<file path="src/lr_pkg.sv">
// Shared types and constants for the line rasterizer.
// Depends on nothing; every other file in src refers to it by scoped names.
`timescale 1ns / 1ps
`default_nettype none

package lr_pkg;

    // Fixed field widths of the payload and configuration registers.
    localparam int COORD_BITS     = 10;
    localparam int ADDR_BITS      = 20;
    localparam int PITCH_BITS     = 10;
    localparam int COLOR_BITS     = 8;
    localparam int CFG_INDEX_BITS = 1;

    // Decision value and its increments lie within plus or minus twice a coordinate span.
    localparam int DEC_BITS = COORD_BITS + 2;

    localparam logic [PITCH_BITS-1:0] PITCH_RESET = PITCH_BITS'(320);

    typedef logic [COORD_BITS-1:0]      coord_t;
    typedef logic [ADDR_BITS-1:0]       addr_t;
    typedef logic [PITCH_BITS-1:0]      pitch_t;
    typedef logic [COLOR_BITS-1:0]      color_t;
    typedef logic signed [DEC_BITS-1:0] dec_t;

    // Operation carried by an input item.
    typedef enum logic {
        OP_LINE = 1'b0,
        OP_TICK = 1'b1
    } op_e;

    // Configuration register indexes.
    typedef enum logic [CFG_INDEX_BITS-1:0] {
        REG_FRAME_BASE = 1'b0,
        REG_ROW_PITCH  = 1'b1
    } cfg_reg_e;

    // One input item.
    typedef struct packed {
        op_e    op;
        coord_t start_x;
        coord_t start_y;
        coord_t end_x;
        coord_t end_y;
        color_t pen_color;
    } item_t;

    // One result item.
    typedef struct packed {
        coord_t pixel_x;
        coord_t pixel_y;
        addr_t  pixel_address;
        color_t pixel_color;
        logic   last;
    } pixel_t;

    // Classified command as it travels from the front end to the stepper.
    typedef struct packed {
        op_e    op;
        coord_t x;
        coord_t y;
        coord_t major_end;
        logic   steep;
        logic   minor_down;
        logic   first_last;
        dec_t   decision;
        dec_t   straight_incr;
        dec_t   diag_incr;
        color_t color;
    } cmd_t;

    // Configuration register contents seen by the back end.
    typedef struct packed {
        addr_t  frame_base;
        pitch_t row_pitch;
    } cfg_t;

endpackage

`default_nettype wire

</file>
<file path="src/line_rasterizer.sv">
// Line rasterizer top level: configuration registers, front end, queue and stepper.
// Depends on lr_pkg, lr_front, lr_queue and lr_back.
`timescale 1ns / 1ps
`default_nettype none

// Midpoint line drawer. A line command (op 0) orders its endpoints by x, works out
// the decision value for the major axis and gives the first pixel; each tick (op 1)
// gives the next pixel, flagged last at the end of the line. A tick while idle gives
// nothing and a new command abandons the running line. One item is taken every
// clock while the output is being taken, since each step is a single add and
// compare in the stepper; from the transfer of its item, a pixel passes through
// the front register, queue, step, row multiply, then the address add into the
// output register. The frame base and row pitch may only be written while no line
// is in flight.
module line_rasterizer #(
    parameter int QUEUE_DEPTH = 2
) (
    input  wire logic             clk,
    input  wire logic             rst_n,
    input  wire logic             in_valid,
    output logic                  in_ready,
    input  wire lr_pkg::item_t    in_item,
    output logic                  out_valid,
    input  wire logic             out_ready,
    output lr_pkg::pixel_t        out_pixel,
    input  wire logic             cfg_valid,
    output logic                  cfg_ready,
    input  wire lr_pkg::cfg_reg_e cfg_index,
    input  wire lr_pkg::addr_t    cfg_data
);

    lr_pkg::addr_t  frame_base_reg, frame_base_next;
    lr_pkg::pitch_t row_pitch_reg, row_pitch_next;
    lr_pkg::cfg_t   cfg;

    logic         f_valid, f_ready;
    lr_pkg::cmd_t f_item;
    logic         q_valid, q_ready;
    lr_pkg::cmd_t q_item;

    // Configuration writes are always taken.
    always_comb
    begin
        cfg_ready       = 1'b1;
        frame_base_next = frame_base_reg;
        row_pitch_next  = row_pitch_reg;
        if (cfg_valid)
        begin
            case (cfg_index)
                lr_pkg::REG_FRAME_BASE: frame_base_next = cfg_data;
                lr_pkg::REG_ROW_PITCH:  row_pitch_next  = cfg_data[lr_pkg::PITCH_BITS-1:0];
                default:                frame_base_next = frame_base_reg;
            endcase
        end
    end

    always_ff @(posedge clk or negedge rst_n)
    begin
        if (!rst_n)
        begin
            frame_base_reg <= '0;
            row_pitch_reg  <= lr_pkg::PITCH_RESET;
        end
        else
        begin
            frame_base_reg <= frame_base_next;
            row_pitch_reg  <= row_pitch_next;
        end
    end

    assign cfg.frame_base = frame_base_reg;
    assign cfg.row_pitch  = row_pitch_reg;

    lr_front u_front (
        .clk       (clk),
        .rst_n     (rst_n),
        .in_valid  (in_valid),
        .in_ready  (in_ready),
        .in_item   (in_item),
        .cmd_valid (f_valid),
        .cmd_ready (f_ready),
        .cmd_item  (f_item)
    );

    lr_queue #(
        .DEPTH (QUEUE_DEPTH)
    ) u_queue (
        .clk        (clk),
        .rst_n      (rst_n),
        .push_valid (f_valid),
        .push_ready (f_ready),
        .push_item  (f_item),
        .pop_valid  (q_valid),
        .pop_ready  (q_ready),
        .pop_item   (q_item)
    );

    lr_back u_back (
        .clk       (clk),
        .rst_n     (rst_n),
        .cfg       (cfg),
        .cmd_valid (q_valid),
        .cmd_ready (q_ready),
        .cmd_item  (q_item),
        .out_valid (out_valid),
        .out_ready (out_ready),
        .out_pixel (out_pixel)
    );

endmodule

`default_nettype wire

</file>
<file path="src/lr_front.sv">
// Front end of the line rasterizer: accepts input items and sets up line commands.
// Depends on lr_pkg for the item and command types.
`timescale 1ns / 1ps
`default_nettype none

module lr_front (
    input  wire logic          clk,
    input  wire logic          rst_n,
    input  wire logic          in_valid,
    output logic               in_ready,
    input  wire lr_pkg::item_t in_item,
    output logic               cmd_valid,
    input  wire logic          cmd_ready,
    output lr_pkg::cmd_t       cmd_item
);

    logic          valid_reg;
    logic          valid_next;
    lr_pkg::cmd_t  cmd_reg;
    lr_pkg::cmd_t  cmd_next;
    logic          take;

    lr_pkg::coord_t x1, y1, x2, y2;
    lr_pkg::coord_t dx, ady, major, minor;
    logic           swap, down, steep;
    lr_pkg::dec_t   two_minor, two_major, major_ext;

    // Order the endpoints so that x does not decrease, then pick the major axis.
    always_comb
    begin
        swap      = in_item.start_x > in_item.end_x;
        x1        = swap ? in_item.end_x   : in_item.start_x;
        y1        = swap ? in_item.end_y   : in_item.start_y;
        x2        = swap ? in_item.start_x : in_item.end_x;
        y2        = swap ? in_item.start_y : in_item.end_y;
        dx        = x2 - x1;
        down      = y2 < y1;
        ady       = down ? (y1 - y2) : (y2 - y1);
        steep     = ady > dx;
        major     = steep ? ady : dx;
        minor     = steep ? dx : ady;
        two_minor = lr_pkg::dec_t'({1'b0, minor, 1'b0});
        two_major = lr_pkg::dec_t'({1'b0, major, 1'b0});
        major_ext = lr_pkg::dec_t'({2'b00, major});

        cmd_next.op            = in_item.op;
        cmd_next.x             = x1;
        cmd_next.y             = y1;
        cmd_next.major_end     = steep ? y2 : x2;
        cmd_next.steep         = steep;
        cmd_next.minor_down    = down;
        cmd_next.first_last    = (major == '0);
        cmd_next.decision      = two_minor - major_ext;
        cmd_next.straight_incr = two_minor;
        cmd_next.diag_incr     = two_minor - two_major;
        cmd_next.color         = in_item.pen_color;
    end

    // A transfer is taken whenever the holding register is empty or drains this cycle.
    always_comb
    begin
        in_ready   = !valid_reg || cmd_ready;
        take       = in_valid && in_ready;
        valid_next = take || (valid_reg && !cmd_ready);
    end

    always_ff @(posedge clk or negedge rst_n)
    begin
        if (!rst_n)
        begin
            valid_reg <= 1'b0;
        end
        else
        begin
            valid_reg <= valid_next;
        end
    end

    always_ff @(posedge clk)
    begin
        if (take)
        begin
            cmd_reg <= cmd_next;
        end
    end

    assign cmd_valid = valid_reg;
    assign cmd_item  = cmd_reg;

endmodule

`default_nettype wire

</file>
<file path="src/lr_queue.sv">
// Short command queue between the front end and the stepper of the line rasterizer.
// Depends on lr_pkg for the command type.
`timescale 1ns / 1ps
`default_nettype none

module lr_queue #(
    parameter int DEPTH = 2
) (
    input  wire logic         clk,
    input  wire logic         rst_n,
    input  wire logic         push_valid,
    output logic              push_ready,
    input  wire lr_pkg::cmd_t push_item,
    output logic              pop_valid,
    input  wire logic         pop_ready,
    output lr_pkg::cmd_t      pop_item
);

    localparam int IDX_BITS   = (DEPTH > 1) ? $clog2(DEPTH) : 1;
    localparam int COUNT_BITS = $clog2(DEPTH + 1);

    lr_pkg::cmd_t          entry_reg [DEPTH];
    logic [IDX_BITS-1:0]   wr_ptr_reg, wr_ptr_next;
    logic [IDX_BITS-1:0]   rd_ptr_reg, rd_ptr_next;
    logic [COUNT_BITS-1:0] count_reg, count_next;
    logic                  push, pop;

    // Pointer and fill count bookkeeping.
    always_comb
    begin
        push_ready  = (count_reg != COUNT_BITS'(DEPTH));
        pop_valid   = (count_reg != '0);
        push        = push_valid && push_ready;
        pop         = pop_valid && pop_ready;
        wr_ptr_next = wr_ptr_reg;
        rd_ptr_next = rd_ptr_reg;
        count_next  = count_reg;
        if (push)
        begin
            wr_ptr_next = (wr_ptr_reg == IDX_BITS'(DEPTH - 1)) ? '0 : wr_ptr_reg + 1'b1;
        end
        if (pop)
        begin
            rd_ptr_next = (rd_ptr_reg == IDX_BITS'(DEPTH - 1)) ? '0 : rd_ptr_reg + 1'b1;
        end
        if (push && !pop)
        begin
            count_next = count_reg + 1'b1;
        end
        else if (pop && !push)
        begin
            count_next = count_reg - 1'b1;
        end
    end

    always_ff @(posedge clk or negedge rst_n)
    begin
        if (!rst_n)
        begin
            wr_ptr_reg <= '0;
            rd_ptr_reg <= '0;
            count_reg  <= '0;
        end
        else
        begin
            wr_ptr_reg <= wr_ptr_next;
            rd_ptr_reg <= rd_ptr_next;
            count_reg  <= count_next;
        end
    end

    // Entry storage.
    always_ff @(posedge clk)
    begin
        if (push)
        begin
            entry_reg[wr_ptr_reg] <= push_item;
        end
    end

    assign pop_item = entry_reg[rd_ptr_reg];

`ifndef SYNTHESIS
    a_count_bound: assert property (@(posedge clk) disable iff (!rst_n)
        count_reg <= COUNT_BITS'(DEPTH))
        else $error("queue fill count beyond depth");

    a_count_push: assert property (@(posedge clk) disable iff (!rst_n)
        (push && !pop) |=> (count_reg == $past(count_reg) + 1'b1))
        else $error("queue count did not grow on a lone push");
`endif

endmodule

`default_nettype wire

</file>
<file path="src/lr_back.sv">
// Back end of the line rasterizer: steps the line and forms pixel addresses.
// Depends on lr_pkg for the command, configuration and pixel types.
`timescale 1ns / 1ps
`default_nettype none

module lr_back (
    input  wire logic         clk,
    input  wire logic         rst_n,
    input  wire lr_pkg::cfg_t cfg,
    input  wire logic         cmd_valid,
    output logic              cmd_ready,
    input  wire lr_pkg::cmd_t cmd_item,
    output logic              out_valid,
    input  wire logic         out_ready,
    output lr_pkg::pixel_t    out_pixel
);

    localparam int PROD_BITS = lr_pkg::PITCH_BITS + lr_pkg::COORD_BITS;
    localparam int SUM_BITS  =
        ((PROD_BITS > lr_pkg::ADDR_BITS) ? PROD_BITS : lr_pkg::ADDR_BITS) + 2;

    // Line state.
    logic           busy_reg, busy_next;
    lr_pkg::coord_t cur_x_reg, cur_x_next;
    lr_pkg::coord_t cur_y_reg, cur_y_next;
    lr_pkg::coord_t major_end_reg, major_end_next;
    logic           steep_reg, steep_next;
    logic           down_reg, down_next;
    lr_pkg::dec_t   decision_reg, decision_next;
    lr_pkg::dec_t   straight_reg, straight_next;
    lr_pkg::dec_t   diag_incr_reg, diag_incr_next;
    lr_pkg::color_t color_reg, color_next;

    // Pixel stage, product stage and output register.
    logic           s1_valid_reg, s1_valid_next;
    lr_pkg::coord_t s1_x_reg, s1_x_next;
    lr_pkg::coord_t s1_y_reg, s1_y_next;
    lr_pkg::color_t s1_color_reg, s1_color_next;
    logic           s1_last_reg, s1_last_next;

    logic                 s2_valid_reg;
    logic [PROD_BITS-1:0] s2_prod_reg;
    lr_pkg::coord_t       s2_x_reg;
    lr_pkg::coord_t       s2_y_reg;
    lr_pkg::color_t       s2_color_reg;
    logic                 s2_last_reg;

    logic           out_valid_reg;
    lr_pkg::pixel_t out_pixel_reg, out_pixel_next;

    logic           advance, pop, diag, step_last;
    lr_pkg::coord_t x_inc, y_step, x_new, y_new;
    logic [SUM_BITS-1:0] addr_sum;

    // The whole back end moves while the output register is free or being emptied.
    always_comb
    begin
        advance   = !out_valid_reg || out_ready;
        cmd_ready = advance;
        pop       = cmd_valid && advance;
    end

    // One midpoint step along the major axis; a tie steps straight.
    always_comb
    begin
        diag      = decision_reg > lr_pkg::dec_t'(0);
        x_inc     = cur_x_reg + 1'b1;
        y_step    = down_reg ? (cur_y_reg - 1'b1) : (cur_y_reg + 1'b1);
        if (steep_reg)
        begin
            y_new = y_step;
            x_new = diag ? x_inc : cur_x_reg;
        end
        else
        begin
            x_new = x_inc;
            y_new = diag ? y_step : cur_y_reg;
        end
        step_last = ((steep_reg ? y_new : x_new) == major_end_reg);
    end

    // Line state update on each command taken from the queue.
    always_comb
    begin
        busy_next      = busy_reg;
        cur_x_next     = cur_x_reg;
        cur_y_next     = cur_y_reg;
        major_end_next = major_end_reg;
        steep_next     = steep_reg;
        down_next      = down_reg;
        decision_next  = decision_reg;
        straight_next  = straight_reg;
        diag_incr_next = diag_incr_reg;
        color_next     = color_reg;
        s1_valid_next  = s1_valid_reg;
        s1_x_next      = s1_x_reg;
        s1_y_next      = s1_y_reg;
        s1_color_next  = s1_color_reg;
        s1_last_next   = s1_last_reg;
        if (advance)
        begin
            s1_valid_next = 1'b0;
        end
        if (pop)
        begin
            case (cmd_item.op)
                lr_pkg::OP_LINE:
                begin
                    busy_next      = !cmd_item.first_last;
                    cur_x_next     = cmd_item.x;
                    cur_y_next     = cmd_item.y;
                    major_end_next = cmd_item.major_end;
                    steep_next     = cmd_item.steep;
                    down_next      = cmd_item.minor_down;
                    decision_next  = cmd_item.decision;
                    straight_next  = cmd_item.straight_incr;
                    diag_incr_next = cmd_item.diag_incr;
                    color_next     = cmd_item.color;
                    s1_valid_next  = 1'b1;
                    s1_x_next      = cmd_item.x;
                    s1_y_next      = cmd_item.y;
                    s1_color_next  = cmd_item.color;
                    s1_last_next   = cmd_item.first_last;
                end
                lr_pkg::OP_TICK:
                begin
                    if (busy_reg)
                    begin
                        busy_next     = !step_last;
                        cur_x_next    = x_new;
                        cur_y_next    = y_new;
                        decision_next = decision_reg + (diag ? diag_incr_reg : straight_reg);
                        s1_valid_next = 1'b1;
                        s1_x_next     = x_new;
                        s1_y_next     = y_new;
                        s1_color_next = color_reg;
                        s1_last_next  = step_last;
                    end
                end
                default:
                begin
                    s1_valid_next = 1'b0;
                end
            endcase
        end
    end

    // Address is base plus pitch times row plus column, wrapping at the address width.
    always_comb
    begin
        addr_sum = SUM_BITS'(cfg.frame_base) + SUM_BITS'(s2_prod_reg) + SUM_BITS'(s2_x_reg);
        out_pixel_next.pixel_x       = s2_x_reg;
        out_pixel_next.pixel_y       = s2_y_reg;
        out_pixel_next.pixel_address = addr_sum[lr_pkg::ADDR_BITS-1:0];
        out_pixel_next.pixel_color   = s2_color_reg;
        out_pixel_next.last          = s2_last_reg;
    end

    // Control registers.
    always_ff @(posedge clk or negedge rst_n)
    begin
        if (!rst_n)
        begin
            busy_reg      <= 1'b0;
            s1_valid_reg  <= 1'b0;
            s2_valid_reg  <= 1'b0;
            out_valid_reg <= 1'b0;
        end
        else
        begin
            busy_reg     <= busy_next;
            s1_valid_reg <= s1_valid_next;
            if (advance)
            begin
                s2_valid_reg  <= s1_valid_reg;
                out_valid_reg <= s2_valid_reg;
            end
        end
    end

    // Line state and pixel payload registers.
    always_ff @(posedge clk)
    begin
        cur_x_reg     <= cur_x_next;
        cur_y_reg     <= cur_y_next;
        major_end_reg <= major_end_next;
        steep_reg     <= steep_next;
        down_reg      <= down_next;
        decision_reg  <= decision_next;
        straight_reg  <= straight_next;
        diag_incr_reg <= diag_incr_next;
        color_reg     <= color_next;
        s1_x_reg      <= s1_x_next;
        s1_y_reg      <= s1_y_next;
        s1_color_reg  <= s1_color_next;
        s1_last_reg   <= s1_last_next;
        if (advance)
        begin
            s2_prod_reg   <= PROD_BITS'(cfg.row_pitch) * PROD_BITS'(s1_y_reg);
            s2_x_reg      <= s1_x_reg;
            s2_y_reg      <= s1_y_reg;
            s2_color_reg  <= s1_color_reg;
            s2_last_reg   <= s1_last_reg;
            out_pixel_reg <= out_pixel_next;
        end
    end

    assign out_valid = out_valid_reg;
    assign out_pixel = out_pixel_reg;

`ifndef SYNTHESIS
    a_idle_tick: assert property (@(posedge clk) disable iff (!rst_n)
        (pop && cmd_item.op == lr_pkg::OP_TICK && !busy_reg) |=> !s1_valid_reg)
        else $error("tick while idle produced a pixel");

    a_point_line: assert property (@(posedge clk) disable iff (!rst_n)
        (pop && cmd_item.op == lr_pkg::OP_LINE && cmd_item.first_last)
            |=> (!busy_reg && s1_valid_reg && s1_last_reg))
        else $error("single point line left the stepper busy");

    a_last_idle: assert property (@(posedge clk) disable iff (!rst_n)
        (pop && cmd_item.op == lr_pkg::OP_TICK && busy_reg && step_last) |=> !busy_reg)
        else $error("stepper still busy after the final pixel");

    a_stall_hold: assert property (@(posedge clk) disable iff (!rst_n)
        !advance |=> ($stable(s1_valid_reg) && $stable(s2_valid_reg)))
        else $error("pipeline moved while the output was stalled");
`endif

endmodule

`default_nettype wire

</file>
<file path="config.mk">
export PLATFORM = sky130hd
export DESIGN_NAME = line_rasterizer
export DESIGN_NICKNAME = d
export VERILOG_FILES = /design/src/lr_pkg.sv /design/src/line_rasterizer.sv /design/src/lr_front.sv /design/src/lr_queue.sv /design/src/lr_back.sv
export SDC_FILE = /design/constraint.sdc
export NUM_CORES = 1
export LEC_CHECK = 0
export BUFFER_PORTS_ARGS = -buffer_cell sky130_fd_sc_hd__buf_4
export CAP_MARGIN = 20
export CORE_ASPECT_RATIO = 1.1
export CORE_MARGIN = 2
export CORE_UTILIZATION = 55
export CTS_CLUSTER_DIAMETER = 50
export CTS_CLUSTER_SIZE = 28
export DETAILED_ROUTE_END_ITERATION = 8
export GPL_ROUTABILITY_DRIVEN = 0
export PLACE_DENSITY_LB_ADDON = 0.08
export SYNTH_ARGS = -nofsm -noshare
export SYNTH_HDL_FRONTEND = slang
export SYNTH_HIERARCHICAL = 1
export SYNTH_SLANG_ARGS = --single-unit
</file>
<file path="constraint.sdc">
create_clock -name clk -period 6.3 [get_ports clk]
set_clock_uncertainty 0.15 [all_clocks]
set_input_delay 1.26 -clock clk [delete_from_list [all_inputs] [get_ports clk]]
set_output_delay 1.26 -clock clk [all_outputs]
set_load 0.05 [all_outputs]
</file>
== Word level (Yosys, flattened, before mapping) ==
Memories as Yosys holds them, arrays and structs flattened.
Index checks and enable logic that the tools add are counted.

* Bits in registers: 298
* Latch bits: 0
* Memory bits (writable): 152
* Bits in read-only memories: 0
* Input port bits: 75
* Word-level logic and storage cells: 128
* Memories: 1

* $add $sub $neg: 15
* $mul: 1
* Divide/modulo/power cells: 0
* Order comparisons: 4
* Equal/unequal tests: 3
* Shifts and indexed selects: 0
* Muxes and demuxes: 37
* Bitwise gates (word level): 2
* Reductions and logical operators: 23

{| class="wikitable"
|+ Memories
! memory !! words !! width !! read ports !! clocked after Yosys merged registers in !! write ports !! line !! text
|-
| u_queue.entry_reg || 2 || 76 || 1 || 0 || 1 || lr_queue.sv:22 || <nowiki>lr_pkg::cmd_t entry_reg [DEPTH];</nowiki>
|}

{| class="wikitable"
|+ Operator list
! kind !! number
|-
| 10-bit two-way mux || 16
|-
| 10-bit one-hot mux with 2 select lines || 2
|-
| 10-bit subtractor || 3
|-
| 12-bit two-way mux || 2
|-
| 12-bit one-hot mux with 2 select lines || 1
|-
| 10-bit by 1-bit adder with 10-bit output (second input constant) || 2
|-
| 20-bit by 10-bit adder with 20-bit output || 1
|-
| 20-bit adder || 1
|-
| 10-bit > comparator || 2
|-
| 10-bit by 10-bit multiplier with 20-bit output || 1
|-
| 8-bit one-hot mux with 2 select lines || 1
|-
| 12-bit adder || 1
|-
| 12-bit by 1-bit > comparator with 1-bit output (second input constant) || 1
|-
| 11-bit by 10-bit subtractor with 12-bit output || 1
|-
| 11-bit by 11-bit subtractor with 12-bit output || 1
|-
| 10-bit equality test || 1
|-
| 10-bit logical NOT || 1
|-
| 10-bit less-than comparator || 1
|-
| 10-bit by 1-bit subtractor with 10-bit output (second input constant) || 1
|-
| 1-bit two-way mux || 9
|-
| 8-bit two-way mux || 1
|-
| 2-bit AND reduction || 4
|-
| 1-bit logical NOT || 7
|-
| 1-bit logical AND || 6
|-
| 9 further kinds || 18
|}

== Longest topological paths before layout ==
* Depth in word-level cells: 9
* Gate-level depth with buffers: 42

== Cells and area by module ==
Netlist, hierarchy kept.

{| class="wikitable"
|+ By module, submodules not included
! module !! instances !! cells each !! area each (sq um)
|-
| lr_back || 1 || 1001 || 12243.0
|-
| lr_front || 1 || 770 || 6697.7
|-
| lr_queue || 1 || 261 || 5858.1
|-
| line_rasterizer || 1 || 66 || 1219.9
|}

== Least setup slack after synthesis ==
Ideal clock, no wire load.

* Path kind: in2reg
* Start: input in_item[23] (netlist bit)
* End: register u_front.cmd_reg (netlist bit u_front/cmd_item[42]) (data pin)
* Arrival: 9.339 ns
* Slack: -3.451 ns
* Stages: 39
* Cells stage by stage: inv_1 -> ha_1 -> buf_2 -> nand4_1 -> a211oi_4 -> nor3_2 -> nor2_2 -> clkbuf_1 -> clkbuf_1 -> clkbuf_1 -> clkbuf_1 -> a31oi_1 -> ha_1 -> o2bb2a_1 -> o221ai_1 -> o31ai_1 -> a211oi_1 -> a211oi_1 -> [... 3 more ...] -> o21bai_1 -> a21oi_1 -> and2_0 -> a221o_1 -> clkbuf_1 -> clkbuf_1 -> clkbuf_1 -> buf_1 -> o21ai_0 -> fa_1 -> a21o_1 -> a21oi_1 -> nor2_1 -> o31ai_1 -> o211ai_1 -> a31o_2 -> a21oi_1 -> xor2_1

{| class="wikitable"
|+ RTL lines
! element !! line !! text
|-
| start: declaration || line_rasterizer.sv:22 || <nowiki>input wire lr_pkg::item_t in_item,</nowiki>
|-
| end signal: assignment || lr_front.sv:83 || <nowiki>cmd_reg <= cmd_next;</nowiki>
|-
| end: declaration || lr_front.sv:19 || <nowiki>lr_pkg::cmd_t cmd_reg;</nowiki>
|}

==> flow_metrics.env <==
export IMPL_status="finished, violations left"
export IMPL_violations_in_the_final_reports="negative setup slack"
export IMPL_post_synth_top_area_cell="sky130_fd_sc_hd__edfxtp_1"
export IMPL_antennaDiodeCount=0
export IMPL_post_drt_via_cell_ratio=5.65
export IMPL_root_buffer="sky130_fd_sc_hd__clkbuf_16"
export IMPL_layout_area_overhead_vs_synth_pct=23.8
export IMPL_timing_critical_path_to_type="register"
export IMPL_core_area_mm2=0.0467
export IMPL_vias=17800
export IMPL_critPathMaxStageDelay_ns=0.50
export IMPL_worstSetupStartpointType="input pin"
export IMPL_firstDrtPassIters=6
export IMPL_dp_hpwl_um=43800
export IMPL_cts_tree="built"
export IMPL_syn_cell_area_mm2=0.0260
export IMPL_timing_final_hold_violations=0
export IMPL_cts_htree_levels=2
export IMPL_synth_top_cells_by_area="sky130_fd_sc_hd__edfxtp_1, sky130_fd_sc_hd__ha_1, sky130_fd_sc_hd__fa_1, sky130_fd_sc_hd__mux2_2, sky130_fd_sc_hd__dfrtp_1"
export IMPL_ff_latch_area_mm2=0.0134
export IMPL_detailroute_wirelength_met2_um=30100
export IMPL_fraction_of_final_layout_cells_sized_beyond_drive_strength_1_pct=32.8
export IMPL_cts_max_path_buffers=3
export IMPL_synth_top_cell_area_share_pct=47.8
export IMPL_highest_layer="met4"
export IMPL_insertion_delay_ns=0.57
export IMPL_wl_met3_um=2110
export IMPL_ys_types=98
export IMPL_worst_slew_pin_transition_ns=1.03
export IMPL_synth_common_cells="sky130_fd_sc_hd__edfxtp_1, sky130_fd_sc_hd__nand2_1, sky130_fd_sc_hd__ha_1"
export IMPL_final_fill_count=3303
export IMPL_yosys_most_used_dff="sky130_fd_sc_hd__edfxtp_1"
export IMPL_ys_warn_count=6
export IMPL_timing_final_crit_share_pct=121
export IMPL_synth_seq_area_share_pct=51.5
export IMPL_ioPinCount=127
export IMPL_route_detailed_wl_per_inst_um=18.8
export IMPL_slew_headroom_pct=31.4
export IMPL_groute_usage_overall_pct=24.5
export IMPL_hold_path_depth=0
export IMPL_max_cap_violations=0
export IMPL_cts_inserted_buffers=38
export IMPL_worst_ep_arrival_time_ns=7.82
export IMPL_yosys_cell_count_top_type="sky130_fd_sc_hd__edfxtp_1"
export IMPL_first_global_vias=18400
export IMPL_initial_utilization_pct=55.7
export IMPL_path_max_fanout=6
export IMPL_placementRows=83
export IMPL_timing_fmax_mhz=131
export IMPL_antenna_found_initial=0
export IMPL_die_height_um=232
export IMPL_rsz0062_at_grt="yes"
export IMPL_port_buffers=125
export IMPL_dieArea_mm2=0.0491
export IMPL_cts_num_sinks=453
export IMPL_finalSetupTns_ns=-17.16
export IMPL_dieWidth_um=211
export IMPL_grt_max_degree=74
export IMPL_grt_first_pass_wirelength_um=94800
export IMPL_post_route_min_period_ns=7.65
export IMPL_post_synth_cell_area_avg_um2=12.4
export IMPL_synth_ff_latch_count=453
export IMPL_timing_final_ws_setup_ns=-1.35
export IMPL_drt_total_wl_um=59200
export IMPL_slowest_stage="sky130_fd_sc_hd__or4_4"
export IMPL_worstRegToRegCells=20
export IMPL_globalRoute_totalOverflow=0
export IMPL_worstSetupPathType="in -> reg"
export IMPL_timing_final_setup_violations=22
export IMPL_multiInputGateArea_mm2=0.0125
export IMPL_synth_edf_count=414
export IMPL_fin_nets=2812
export IMPL_syn_instance_count=2098
export IMPL_worstHoldPathType="reg -> reg"
export IMPL_synthArstFlopShare_pct=8.61
export IMPL_max_reg_flops=156
export IMPL_placement_setup_worst_slack_ns=-2.29
export IMPL_first_iter_violations=1267
export IMPL_final_max_slew_viol_count=0
export IMPL_worst_endpoint_required_ns=6.47
export IMPL_cts_reportedPaths_clkPinSlew_ns=0.09
export IMPL_detail_route_drc_violations=0
export IMPL_ant_nets=0
export IMPL_m1WireLength_um=24500
==> area by class of cell <==
class                      count  area share [%]
multi-input combinational   1445            38.9
clock buffer                  42            3.10
timing repair buffer         463            11.3
inverter                     125            1.53
clock inverter                27            1.23
tap                          595            2.31
sequential                   453            41.7
==> path summary, 6_finish.rpt <==
path,from,to,slack [ns]
max in group asynchronous,rst_n,u_queue/rd_ptr_reg,4.99
setup / recovery,in_item[23],u_front/cmd_item[42],-1.35
hold / removal,u_back/s2_y_reg[2],u_back/out_pixel[31],0.26
hold reg to reg,u_back/s2_y_reg[2],u_back/out_pixel[31],0.26
min in group asynchronous,rst_n,u_back/busy_reg,0.55
setup reg to reg,row_pitch_reg[6],u_back/s2_prod_reg[19],0.29
==> cell usage in the layout (no fill, tap or decap), types with 32 or more instances in the layout <==
master and n:
sky130_fd_sc_hd__fa_1 75, sky130_fd_sc_hd__nor2_1 106, sky130_fd_sc_hd__ha_1 119, sky130_fd_sc_hd__nor3_1 34, sky130_fd_sc_hd__buf_4 437, sky130_fd_sc_hd__mux2_2 115
sky130_fd_sc_hd__o21ai_0 54, sky130_fd_sc_hd__edfxtp_1 414, sky130_fd_sc_hd__inv_1 112, sky130_fd_sc_hd__clkbuf_16 41, sky130_fd_sc_hd__nand2_1 150, sky130_fd_sc_hd__dfrtp_1 36
sky130_fd_sc_hd__xnor2_1 70, sky130_fd_sc_hd__mux2_4 32, sky130_fd_sc_hd__xor2_1 33, sky130_fd_sc_hd__and2_1 84, sky130_fd_sc_hd__a21oi_1 81
==> logic make-up (layout without fill, tap and decap cells) <==
kind of cell / Yosys count / after routing / share of synthesized area (%)
adder cells (fa/ha/maj): 224 / 224 / 12.8
AND/OR/NAND/NOR: 562 / 562 / 11.0
XOR/XNOR: 109 / 109 / 3.78
flip-flops: 453 / 453 / 51.5
other: 2 / 4 / 0.0289
AO/OA/AOI/OAI: 375 / 375 / 9.85
buffers and inverters: 202 / 657 / 3.23
multiplexers: 171 / 171 / 7.73
==> critical path, delay by kind of cell <==
| kind | cells | cell delay, ns |
|---|---|---|
| compound gates | 14 | 2.58 |
| xor+xnor | 2 | 0.22 |
| fa+ha+maj | 4 | 1.06 |
| buf+inv | 8 | 0.97 |
| mux | 2 | 0.44 |
| simple gates | 7 | 1.32 |
==> metal layers <==
| metal | track usage (%) | up-vias |
|---|---|---|
| li1 | - | 8516 |
| met1 | 30.4 | 8698 |
| met2 | 43.8 | 453 |
| met3 | 2.31 | 146 |
| met4 | 10.2 | 0 |
| met5 | 0 | - |
==> repair_timing <==
item                       CTS  global route
cloned                       0             2
resized for setup           67            73
hold buffers                 0             0
hold endpoints to repair     0             0
pin swaps                   49            26
setup endpoints to repair   38            38
setup buffers               47             9
==> stage by stage <==
step,std cells,util [%],instance area (µm²),hold WS (ns)
final,3150,68.9,32200,0.264
after CTS,3157,68.3,31900,0.268
after global routing,3150,68.9,32200,0.267
after floorplan,2100,-,26400,0.250
after global placement,3041,63.9,29900,0.252
after detailed placement,3041,63.9,29900,0.255
Power is not shown: default switching activity piles up to over one toggle a cycle in this logic, so the estimate is an artifact.
